### src/design/bmhq_pkg.sv
// Shared types, codes and constants of the binary min-heap queue.
package bmhq_pkg;

    localparam int CAPACITY_DEF = 64;
    localparam int KEY_W        = 32;
    localparam int STAT_W       = 2;
    localparam int COUNT_OUT_W  = 7;

    typedef enum logic [STAT_W-1:0] {
        STAT_OK    = 2'd0,
        STAT_EMPTY = 2'd1,
        STAT_FULL  = 2'd2
    } status_t;

    typedef enum logic {
        OP_ENQ = 1'b0,
        OP_DEQ = 1'b1
    } op_t;

    // controller to datapath
    typedef struct packed {
        logic    start;       // capture key, seed position, clear result key
        logic    rd_deq;      // read root and last entry
        logic    rd_down;     // read both children of the current position
        logic    take_root;   // hold root as result, last entry as moving key
        logic    wr_key;      // store moving key at current position
        logic    wr_move_up;  // move parent down, climb one level
        logic    wr_move_dn;  // move smaller child up, descend one level
        logic    cnt_inc;
        logic    res_load;    // load output registers
        status_t res_status;
    } cmd_t;

    // datapath to controller
    typedef struct packed {
        logic full;
        logic empty;
        logic last_one;
        logic pos_zero;
        logic leaf;
        logic up_less;
        logic dn_less;
    } stat_t;

endpackage

### src/design/bmhq_dp.sv
// Heap datapath: key memory, entry count, position walk and output registers.
module bmhq_dp
    import bmhq_pkg::*;
#(
    parameter int CAPACITY = CAPACITY_DEF
)
(
    input  logic                   clk,
    input  logic                   rst_n,
    input  cmd_t                   cmd,
    input  logic [KEY_W-1:0]       key_in,
    output stat_t                  stat,
    output logic [KEY_W-1:0]       key_out,
    output logic [STAT_W-1:0]      status,
    output logic [COUNT_OUT_W-1:0] count_out
);

    localparam int IW = (CAPACITY > 1) ? $clog2(CAPACITY) : 1;
    localparam int CW = $clog2(CAPACITY + 1);
    localparam int LW = IW + 2;

    logic [KEY_W-1:0] mem [CAPACITY];
    logic [KEY_W-1:0] rd_a_reg;
    logic [KEY_W-1:0] rd_b_reg;

    logic [CW-1:0]    count_reg;
    logic [IW-1:0]    pos_reg;
    logic [KEY_W-1:0] key_reg;
    logic [KEY_W-1:0] res_key_reg;
    logic [KEY_W-1:0] key_out_reg;
    logic [STAT_W-1:0] status_reg;
    logic [COUNT_OUT_W-1:0] count_out_reg;

    logic [IW-1:0]    parent;
    logic [LW-1:0]    left;
    logic [LW-1:0]    right;
    logic             right_ok;
    logic             pick_right;
    logic [IW-1:0]    pick_idx;
    logic [KEY_W-1:0] pick_val;
    logic [IW-1:0]    rd_addr_a;
    logic [IW-1:0]    rd_addr_b;
    logic             wr_en;
    logic [KEY_W-1:0] wr_data;
    logic [31:0]      count_wide;

    assign parent   = (pos_reg - IW'(1)) >> 1;
    assign left     = {1'b0, pos_reg, 1'b1};
    assign right    = left + LW'(1);
    assign right_ok = right < LW'(count_reg);

    assign pick_right = right_ok && ($signed(rd_b_reg) < $signed(rd_a_reg));
    assign pick_idx   = pick_right ? right[IW-1:0] : left[IW-1:0];
    assign pick_val   = pick_right ? rd_b_reg : rd_a_reg;

    always_comb
    begin
        rd_addr_a = parent;
        rd_addr_b = right[IW-1:0];
        if (cmd.rd_deq)
        begin
            rd_addr_a = '0;
            rd_addr_b = IW'(count_reg - CW'(1));
        end
        else if (cmd.rd_down)
        begin
            rd_addr_a = left[IW-1:0];
        end
    end

    assign wr_en   = cmd.wr_key | cmd.wr_move_up | cmd.wr_move_dn;
    assign wr_data = cmd.wr_move_up ? rd_a_reg :
                     cmd.wr_move_dn ? pick_val : key_reg;

    always_ff @(posedge clk)
    begin
        if (wr_en)
        begin
            mem[pos_reg] <= wr_data;
        end
        rd_a_reg <= mem[rd_addr_a];
        rd_b_reg <= mem[rd_addr_b];
    end

    always_ff @(posedge clk or negedge rst_n)
    begin
        if (!rst_n)
        begin
            count_reg <= '0;
        end
        else if (cmd.cnt_inc)
        begin
            count_reg <= count_reg + CW'(1);
        end
        else if (cmd.take_root)
        begin
            count_reg <= count_reg - CW'(1);
        end
    end

    always_ff @(posedge clk)
    begin
        if (cmd.start)
        begin
            key_reg     <= key_in;
            pos_reg     <= count_reg[IW-1:0];
            res_key_reg <= '0;
        end
        else if (cmd.take_root)
        begin
            key_reg     <= rd_b_reg;
            pos_reg     <= '0;
            res_key_reg <= rd_a_reg;
        end
        else if (cmd.wr_move_up)
        begin
            pos_reg <= parent;
        end
        else if (cmd.wr_move_dn)
        begin
            pos_reg <= pick_idx;
        end
    end

    assign count_wide = 32'(count_reg);

    always_ff @(posedge clk)
    begin
        if (cmd.res_load)
        begin
            key_out_reg   <= res_key_reg;
            status_reg    <= cmd.res_status;
            count_out_reg <= count_wide[COUNT_OUT_W-1:0];
        end
    end

    assign stat.full     = count_reg == CW'(CAPACITY);
    assign stat.empty    = count_reg == '0;
    assign stat.last_one = count_reg == CW'(1);
    assign stat.pos_zero = pos_reg == '0;
    assign stat.leaf     = left >= LW'(count_reg);
    assign stat.up_less  = $signed(key_reg) < $signed(rd_a_reg);
    assign stat.dn_less  = $signed(pick_val) < $signed(key_reg);

    assign key_out   = key_out_reg;
    assign status    = status_reg;
    assign count_out = count_out_reg;

endmodule

### src/design/bmhq_ctrl.sv
// Heap controller: sequences sift-up, sift-down and the output handshake.
module bmhq_ctrl
    import bmhq_pkg::*;
(
    input  logic  clk,
    input  logic  rst_n,
    input  logic  in_valid,
    output logic  in_ready,
    input  logic  operation,
    output logic  out_valid,
    input  logic  out_ready,
    input  stat_t stat,
    output cmd_t  cmd
);

    typedef enum logic [7:0] {
        ST_IDLE   = 8'b0000_0001,
        ST_UP_RD  = 8'b0000_0010,
        ST_UP_CMP = 8'b0000_0100,
        ST_DQ_RD  = 8'b0000_1000,
        ST_DQ_LD  = 8'b0001_0000,
        ST_DN_RD  = 8'b0010_0000,
        ST_DN_CMP = 8'b0100_0000,
        ST_FINISH = 8'b1000_0000
    } state_t;

    state_t  state_reg;
    state_t  state_next;
    status_t res_reg;
    status_t res_next;
    logic    out_valid_reg;
    logic    out_valid_next;

    assign in_ready  = state_reg == ST_IDLE;
    assign out_valid = out_valid_reg;

    always_comb
    begin
        state_next     = state_reg;
        res_next       = res_reg;
        out_valid_next = out_valid_reg && !out_ready;
        cmd            = '0;
        cmd.res_status = res_reg;
        unique case (state_reg)
            ST_IDLE:
            begin
                if (in_valid)
                begin
                    cmd.start = 1'b1;
                    res_next  = STAT_OK;
                    if (op_t'(operation) == OP_DEQ)
                    begin
                        if (stat.empty)
                        begin
                            res_next   = STAT_EMPTY;
                            state_next = ST_FINISH;
                        end
                        else
                        begin
                            state_next = ST_DQ_RD;
                        end
                    end
                    else if (stat.full)
                    begin
                        res_next   = STAT_FULL;
                        state_next = ST_FINISH;
                    end
                    else
                    begin
                        state_next = ST_UP_RD;
                    end
                end
            end
            ST_UP_RD:
            begin
                // at the root: store without a compare
                if (stat.pos_zero)
                begin
                    cmd.wr_key  = 1'b1;
                    cmd.cnt_inc = 1'b1;
                    state_next  = ST_FINISH;
                end
                else
                begin
                    state_next = ST_UP_CMP;
                end
            end
            ST_UP_CMP:
            begin
                if (stat.up_less)
                begin
                    cmd.wr_move_up = 1'b1;
                    state_next     = ST_UP_RD;
                end
                else
                begin
                    cmd.wr_key  = 1'b1;
                    cmd.cnt_inc = 1'b1;
                    state_next  = ST_FINISH;
                end
            end
            ST_DQ_RD:
            begin
                cmd.rd_deq = 1'b1;
                state_next = ST_DQ_LD;
            end
            ST_DQ_LD:
            begin
                cmd.take_root = 1'b1;
                state_next    = stat.last_one ? ST_FINISH : ST_DN_RD;
            end
            ST_DN_RD:
            begin
                if (stat.leaf)
                begin
                    cmd.wr_key = 1'b1;
                    state_next = ST_FINISH;
                end
                else
                begin
                    cmd.rd_down = 1'b1;
                    state_next  = ST_DN_CMP;
                end
            end
            ST_DN_CMP:
            begin
                if (stat.dn_less)
                begin
                    cmd.wr_move_dn = 1'b1;
                    state_next     = ST_DN_RD;
                end
                else
                begin
                    cmd.wr_key = 1'b1;
                    state_next = ST_FINISH;
                end
            end
            ST_FINISH:
            begin
                // hold until the output register is free
                if (!out_valid_reg || out_ready)
                begin
                    cmd.res_load   = 1'b1;
                    out_valid_next = 1'b1;
                    state_next     = ST_IDLE;
                end
            end
            default:
            begin
                state_next = ST_IDLE;
            end
        endcase
    end

    always_ff @(posedge clk or negedge rst_n)
    begin
        if (!rst_n)
        begin
            state_reg     <= ST_IDLE;
            res_reg       <= STAT_OK;
            out_valid_reg <= 1'b0;
        end
        else
        begin
            state_reg     <= state_next;
            res_reg       <= res_next;
            out_valid_reg <= out_valid_next;
        end
    end

endmodule

### src/design/binary_min_heap_queue.sv
// Each heap level takes a registered memory read, then a compare and write.
// A new access is taken only while idle: once the result of the last one is in the
// output register, even while that result still waits for out_ready.
// A full enqueue or an empty dequeue skips the heap walk and goes straight to the result.
// Reset clears the entry count, the controller and the output valid; keys are not cleared.
module binary_min_heap_queue
    import bmhq_pkg::*;
#(
    parameter int CAPACITY = CAPACITY_DEF
)
(
    input  logic                   clk,
    input  logic                   rst_n,
    input  logic                   in_valid,
    output logic                   in_ready,
    input  logic                   operation,
    input  logic [KEY_W-1:0]       key_in,
    output logic                   out_valid,
    input  logic                   out_ready,
    output logic [KEY_W-1:0]       key_out,
    output logic [STAT_W-1:0]      status,
    output logic [COUNT_OUT_W-1:0] count_out
);

    cmd_t  cmd;
    stat_t stat;

    bmhq_ctrl u_ctrl (
        .clk       (clk),
        .rst_n     (rst_n),
        .in_valid  (in_valid),
        .in_ready  (in_ready),
        .operation (operation),
        .out_valid (out_valid),
        .out_ready (out_ready),
        .stat      (stat),
        .cmd       (cmd)
    );

    bmhq_dp #(
        .CAPACITY (CAPACITY)
    ) u_dp (
        .clk       (clk),
        .rst_n     (rst_n),
        .cmd       (cmd),
        .key_in    (key_in),
        .stat      (stat),
        .key_out   (key_out),
        .status    (status),
        .count_out (count_out)
    );

endmodule

### config.mk
export PLATFORM = sky130hd
export DESIGN_NAME = binary_min_heap_queue
export DESIGN_NICKNAME = d
export VERILOG_FILES = /design/src/design/bmhq_pkg.sv /design/src/design/bmhq_dp.sv /design/src/design/bmhq_ctrl.sv /design/src/design/binary_min_heap_queue.sv
export SDC_FILE = /design/constraint.sdc
export NUM_CORES = 2
export LEC_CHECK = 0
export BUFFER_PORTS_ARGS = -buffer_cell sky130_fd_sc_hd__buf_2
export CORE_MARGIN = 2
export CORE_UTILIZATION = 25
export CTS_CLUSTER_SIZE = 25
export DETAILED_ROUTE_END_ITERATION = 12
export HOLD_SLACK_MARGIN = 0.12
export PLACE_DENSITY = 0.48
export SLEW_MARGIN = 30
export SYNTH_ARGS = -nofsm -noshare
export SYNTH_HDL_FRONTEND = slang
export SYNTH_SLANG_ARGS = --single-unit
export TNS_END_PERCENT = 5
### constraint.sdc
create_clock -name clk -period 28.2 [get_ports clk]
set_clock_uncertainty 0.1 [all_clocks]
set_input_delay 2.82 -clock clk [delete_from_list [all_inputs] [get_ports clk]]
set_output_delay 2.82 -clock clk [all_outputs]
set_load 0.005 [all_outputs]
Yosys cells after proc, flatten, opt, wreduce, memory -nomap -nowiden:

Memory sizes are Yosys's and may differ from the RTL's. A register that Yosys moved wholly into a read port is not among the register bits.
Index checks and enable logic that the tools add are counted.

* magnitude comparators: 5
* $add $sub $neg: 4
* $mul: 0
* equal/unequal tests: 12
* divide/modulo/power cells: 0
* bitwise gates (word level): 2
* muxes and demuxes: 51
* shifts and indexed selects: 0
* reduce and logical (&&, ||, !) cells: 12

Operator list (number)
* 2-to-1 mux 32 bit: 5
* < comparator 32 bit: 3
* 2-to-1 mux 8 bit: 10
* one-hot mux 8 bit (8 select lines): 1
* 2-to-1 mux 6 bit: 8
* 2-to-1 mux 1 bit: 21
* 2-to-1 mux 7 bit: 2
* adder 7 x 1 -> 8 bit (second input constant): 1
* equality test 8 x 1 -> 1 bit (second input constant): 1
* equality test 8 x 2 -> 1 bit (second input constant): 1
* equality test 8 x 3 -> 1 bit (second input constant): 1
* equality test 8 x 4 -> 1 bit (second input constant): 1
* equality test 8 x 5 -> 1 bit (second input constant): 1
* equality test 8 x 6 -> 1 bit (second input constant): 1
* equality test 8 x 7 -> 1 bit (second input constant): 1
* equality test 8 bit (second input constant): 1
* < comparator 8 x 7 -> 1 bit: 1
* adder 7 x 1 -> 7 bit (second input constant): 1
* equality test 7 x 1 -> 1 bit (second input constant): 1
* equality test 7 bit (second input constant): 1
* greater-or-equal comparator 7 bit: 1
* zero test 7 bit: 1
* subtractor 7 x 1 -> 7 bit (second input constant): 1
* zero test 6 bit: 1
* other kinds (13): 19

* RAM bits: 2048
* bits in read-only memories: 0
* flip-flop bits (word level): 129
* output and inout port bits: 43
* memories kept: 1
* logic and storage cells: 97
* latch bits: 0
* bits of input ports: 37

Memory list
* u_dp.mem: depth 64, bits a word 32, rd ports 2, clocked after Yosys merged registers in 2, write ports 1, RTL line bmhq_dp.sv:22 `logic [KEY_W-1:0] mem [CAPACITY];`

Logic depth before layout (Yosys ltp):

* depth in word-level cells: 11
* depth in mapped cells: 27
* gate-level depth less buffers: 22

By module:

From an unflattened synthesis, not the netlist that was laid out.

* cells, all modules: 6043
* area, all modules: 105931.6 µm²

By module, submodules not included
* bmhq_dp: area each 105240.9 µm², cells each 5973, times used 1, sequential area each 65968.3 µm²
* bmhq_ctrl: area each 690.7 µm², cells each 70, times used 1, sequential area each 276.5 µm²

Worst setup path after synthesis:

No wires, ideal clock.

* path kind: reg2reg
* from: reg u_dp.pos_reg[2]
* to: mem u_dp.mem[0][28], data pin
* setup slack: 18.107 ns
* library setup time: 1.008 ns
* stages on the path, launching flop included: 26
* data required time: 27.092 ns
* data arrival time: 8.985 ns
* path buffers: 5
* period minus slack after synthesis: 10.093 ns
* path through: edfxtp_1 -> clkbuf_1 -> clkbuf_1 -> nand3_1 -> xnor2_1 -> ha_1 -> a21oi_1 -> o21ai_0 -> a21oi_1 -> o21ai_0 -> a21oi_1 -> clkbuf_1 -> clkbuf_1 -> nand2_1 -> nand2_1 -> ha_1 -> a21oi_1 -> nor2b_1 -> o21ai_0 -> a211oi_1 -> a311o_1 -> nor3_1 -> nor3b_1 -> a311oi_1 -> clkbuf_1 -> o311ai_0

* cells in the longest elaborated chain, start to end: 9

Ends and longest elaborated chain
* start: declaration: RTL line bmhq_dp.sv:27 `logic [IW-1:0] pos_reg;`
* start signal: assignment: RTL line bmhq_dp.sv:106 `pos_reg <= count_reg[IW-1:0];`
* start signal: assignment: RTL line bmhq_dp.sv:117 `pos_reg <= parent;`
* start signal: assignment: RTL line bmhq_dp.sv:121 `pos_reg <= pick_idx;`
* adder 7 x 1 -> 8 bit *: RTL line bmhq_dp.sv:49 `assign right = left + LW'(1);`
* < comparator 8 x 7 -> 1 bit *: RTL line bmhq_dp.sv:50 `assign right_ok = right < LW'(count_reg);`
* logical AND 1 bit *: RTL line bmhq_dp.sv:52 `assign pick_right = right_ok && ($signed(rd_b_reg) < $signed(rd_a_reg));`
* 2-to-1 mux 32 bit *: RTL line bmhq_dp.sv:54 `assign pick_val = pick_right ? rd_b_reg : rd_a_reg;`
* < comparator 32 bit: RTL line bmhq_dp.sv:143 `assign stat.dn_less = $signed(pick_val) < $signed(key_reg);`
* 2-to-1 mux 1 bit: RTL line bmhq_ctrl.sv:127 `if (stat.dn_less)`
* 2-to-1 mux 1 bit: RTL line bmhq_ctrl.sv:44 `unique case (state_reg)`
* 2-to-1 mux 32 bit *: RTL line bmhq_dp.sv:73 `cmd.wr_move_dn ? pick_val : key_reg;`
* 2-to-1 mux 32 bit *: RTL line bmhq_dp.sv:72 `assign wr_data = cmd.wr_move_up ? rd_a_reg :`
* via u_dp.wr_data[28]: RTL line bmhq_dp.sv:44 `logic [KEY_W-1:0] wr_data;`
* end: declaration: RTL line bmhq_dp.sv:22

Mark *: on every way through the listed nets, which the timed path passes. The rest lies on a longest branch.

Worst setup path after layout:

* from: reg u_dp.pos_reg[1]
* to: mem u_dp.mem[32][27], data pin

Same word-level chain as after synthesis.

==> impl_results.md <==
- Vias in the first global route: roughly 70000
- Top post-synthesis cells by area: edfxtp_1 (62%), mux4_2 (11%), nand2_1 (6.3%), nand3_1 (2.7%), dfxtp_1 (1.9%)
- Max FFs per register: approximately 2000
- Chip Height: 646 um
- Total CTS buffers: between 200 and 250
- DR DRC count: 0
- Hold/Removal Path Class: register to register
- F_max: approximately 120 MHz
- Critical path's top delay family: compound AO/OA/AOI/OAI gates
- Post-Syn Nets: 7787
- Final setup vio count: 0
- Leak: 38.8 nW
- Vias per inst: 5.53
- Routed len/inst: ~33 um
- Period utilisation layout: 0.296
- Mean Syn Cell Area: between 10 and 15 um2
- Die area: between 400000 and 500000 um2
- Main synth FF type: edfxtp_1
- H-tree Lvls: 4
- Initial antenna violation count: 34
- Largest net degree at the start of global routing: between 100 and 150
- Relative slew slack: 0.238
- Global placer's final weighted congestion: 0.928
- Layout cells sized above 1: 0.173
- Max Cap Viol: 0
- Die width: around 650 um
- Pin slew with the least headroom to its limit: 1.14 ns
- Crit path capture type: register
- Total GRT Usage: 0.203
- Critical-path top delay cell: edfxtp_1
- Max incr delay on CP: ~0.74 ns
- CTS tree: built
- Peak supply drop: around 0.18 mV
- Vias: about 74000
- Row cnt: between 200 and 250
- Hold_ws: ~0.33 ns
- Setup CP Type: register to register
- Initial core utilization: 0.251
- Cell area after synthesis: 103000 um2
- Biggest register: u_dp.mem
- DR iter-0 viols: ~11000
- Register area share after synthesis: 0.642
- DRT Wirelength: 437 mm
- Total grt overflow: 0
- Io pins: 80
- Drt pass-1 iters: 9
- Maximum net fanout on the critical path: 64
- Final Critical Period: 8.34 ns
- Worst Path Required: approximately 29 ns
- Layout area overhead: 15.3%
- Unrepaired setup endpoints after global routing: no
- Root buf cell: clkbuf_16
- Final instance area: 119000 um2
- PD cells: roughly 130 nW/um2
- # resized after CTS: 0
- Fraction of registers with async set/reset: 0.00803
- Flops & latches, synth: around 2200
- Final Max Tran Viols: 0
- Filler instances: between 40000 and 50000
- Core ar.: slightly above 400000 um2
- Crit path launch type: register
- Library cells used by synthesis: a little over 80
- Worst skew pair latency: just under 1 ns
- Ys Warns: 0
- Clock-pin slew on the worst setup and hold paths: 0.06 ns
- NumNets Final: just under 8000
- Synth area leader: edfxtp_1
- IO Port Bufs: 79
- Power Total: approximately 15 mW
- Number of flops mapped to enable cells by yosys: about 2100
- TNS Setup: 0 ns
- Hold_buf cts: 0
- Yosys top cell area share: 0.619
- Fin. Hold Viols: 0
- ANT nets after route: 0
- Post-DP HPWL: ~260 mm
- Post-CTS Setup Repair Bufs: 0
- Sink Count: between 2000 and 2500
- CP bufs+invs: 3
- Arr. time, crit path: 8.83 ns
- Post-Synthesis Cells: approximately 7600
- Util after Layout: 0.290
- Outcome: finished, final reports clean
- Placement Cell Area: about 110000 um2
- CTS Buffer Depth: 4
- Cell Chain, Critical Path: nand3_1 -> xnor2_1 -> ha_1 -> nand2_1 -> o21ai_0 -> a21oi_1 -> o21ai_0 -> a21o_1 -> buf_4 -> nand2_1 -> nand2_1 -> ha_1 -> o21ai_0 -> nand2b_1 -> a21oi_1 -> a211oi_1 -> a311o_1 -> nor3_1 -> nor3b_1 -> a311oi_4 -> buf_4 -> o311ai_2 -> buf_4
- First-pass GRT wire length: between 500 and 600 mm
## cells by family after synthesis
logic type | share of synthesized area
AND/OR/NAND/NOR | 0.124
AO/OA/AOI/OAI | 0.0689
XOR/XNOR | 0.00204
flip-flops | 0.642
multiplexers | 0.124
adder cells (fa/ha/maj) | 0.0133
buffers and inverters | 0.0254
## final cells by class
class,instances,area [um2],share of cell area
antenna,9,22.5,0.000189
multi-input combinational,4750,35100,0.295
tap,5451,6820,0.0573
sequential,2241,66200,0.557
timing repair buffer,374,2820,0.0237
clock buffer,303,6300,0.0530
inverter,86,323,0.00271
clock inverter,126,1270,0.0107
## through the flow
step / setup slack, ns / std cells
floorplan: 18.11 / 7640
global placement: 20.13 / 12900
detailed placement: 20.24 / 12900
CTS: 20.14 / 13300
global route: 19.57 / 13300
finish: 19.86 / 13300
## synth_stat cells, types with 10 or more instances
| cell | number |
|---|---|
| a31oi_1 | 130 |
| mux4_2 | 510 |
| buf_2 | 119 |
| clkbuf_1 | 317 |
| nand4_1 | 38 |
| and3_1 | 67 |
| inv_1 | 84 |
| a211oi_1 | 232 |
| o221ai_1 | 12 |
| o31ai_1 | 13 |
| nor3_1 | 107 |
| or3_1 | 17 |
| o311ai_0 | 31 |
| a21o_1 | 19 |
| dfxtp_1 | 96 |
| and4_1 | 20 |
| a221oi_1 | 24 |
| o21ai_0 | 92 |
| nand2b_1 | 10 |
| a2bb2oi_1 | 32 |
| buf_1 | 121 |
| nand3_1 | 558 |
| dfrtp_1 | 17 |
| o211ai_1 | 30 |
| nor2_1 | 88 |
| mux2i_1 | 128 |
| and4b_1 | 12 |
| xnor2_1 | 15 |
| edfxtp_1 | 2127 |
| nor4_1 | 56 |
| a32oi_1 | 23 |
| and2_1 | 66 |
| ha_1 | 110 |
| nor2b_1 | 72 |
| a21oi_1 | 374 |
| o22ai_1 | 39 |
| nand2_1 | 1729 |
## path summary, 6_finish.rpt
| kind | from | end | slack (ns) | depth (start not counted) |
|---|---|---|---|---|
| worst max-delay path | u_dp.pos_reg[1] | u_dp.mem[32][27] | 19.86 | 23 |
| worst min-delay path | u_dp.res_key_reg[17] | u_dp.key_out[17] | 0.33 | 0 |
| worst max register to register | u_dp.pos_reg[1] | u_dp.mem[32][27] | 19.86 | 23 |
| worst min register to register | u_dp.res_key_reg[17] | u_dp.key_out[17] | 0.33 | 0 |
| max in group asynchronous | rst_n | u_dp.count_reg[1] | 25.90 | 1 |
| min in group asynchronous | rst_n | u_dp.count_reg[0] | 1.72 | 1 |
## cell usage in the layout (no fill, tap or decap), types with 44 or more instances in the layout
master	n
mux2i_1	125
nor3_2	61
buf_2	79
nor2_1	83
nand3_1	554
nor4_1	55
mux4_2	510
a21oi_1	371
ha_1	110
edfxtp_1	2127
inv_1	84
dfxtp_1	96
clkbuf_16	239
buf_4	275
and3_1	64
a211oi_1	231
o21ai_0	91
clkbuf_1	56
nor2b_1	72
nand2_1	1726
a31oi_1	130
nor3_1	44
clkinv_1	46
and2_1	64
## report_power, final
part	switching, mW	total (mW)	internal [mW]
combinational	5.61	7.84	2.23
sequential	0.126	4.32	4.19
clock	1.37	3.13	1.77
## layer usage
metal  vias to the layer above  wire length [um]  track usage
li1                      29600                 -            -
met1                     38500            173000        0.272
met2                      4729            193000        0.308
met3                       924             45200       0.0414
met4                        12             25800        0.106
met5                         -                85            0
Note: power is estimated with default switching activity, not from simulation.
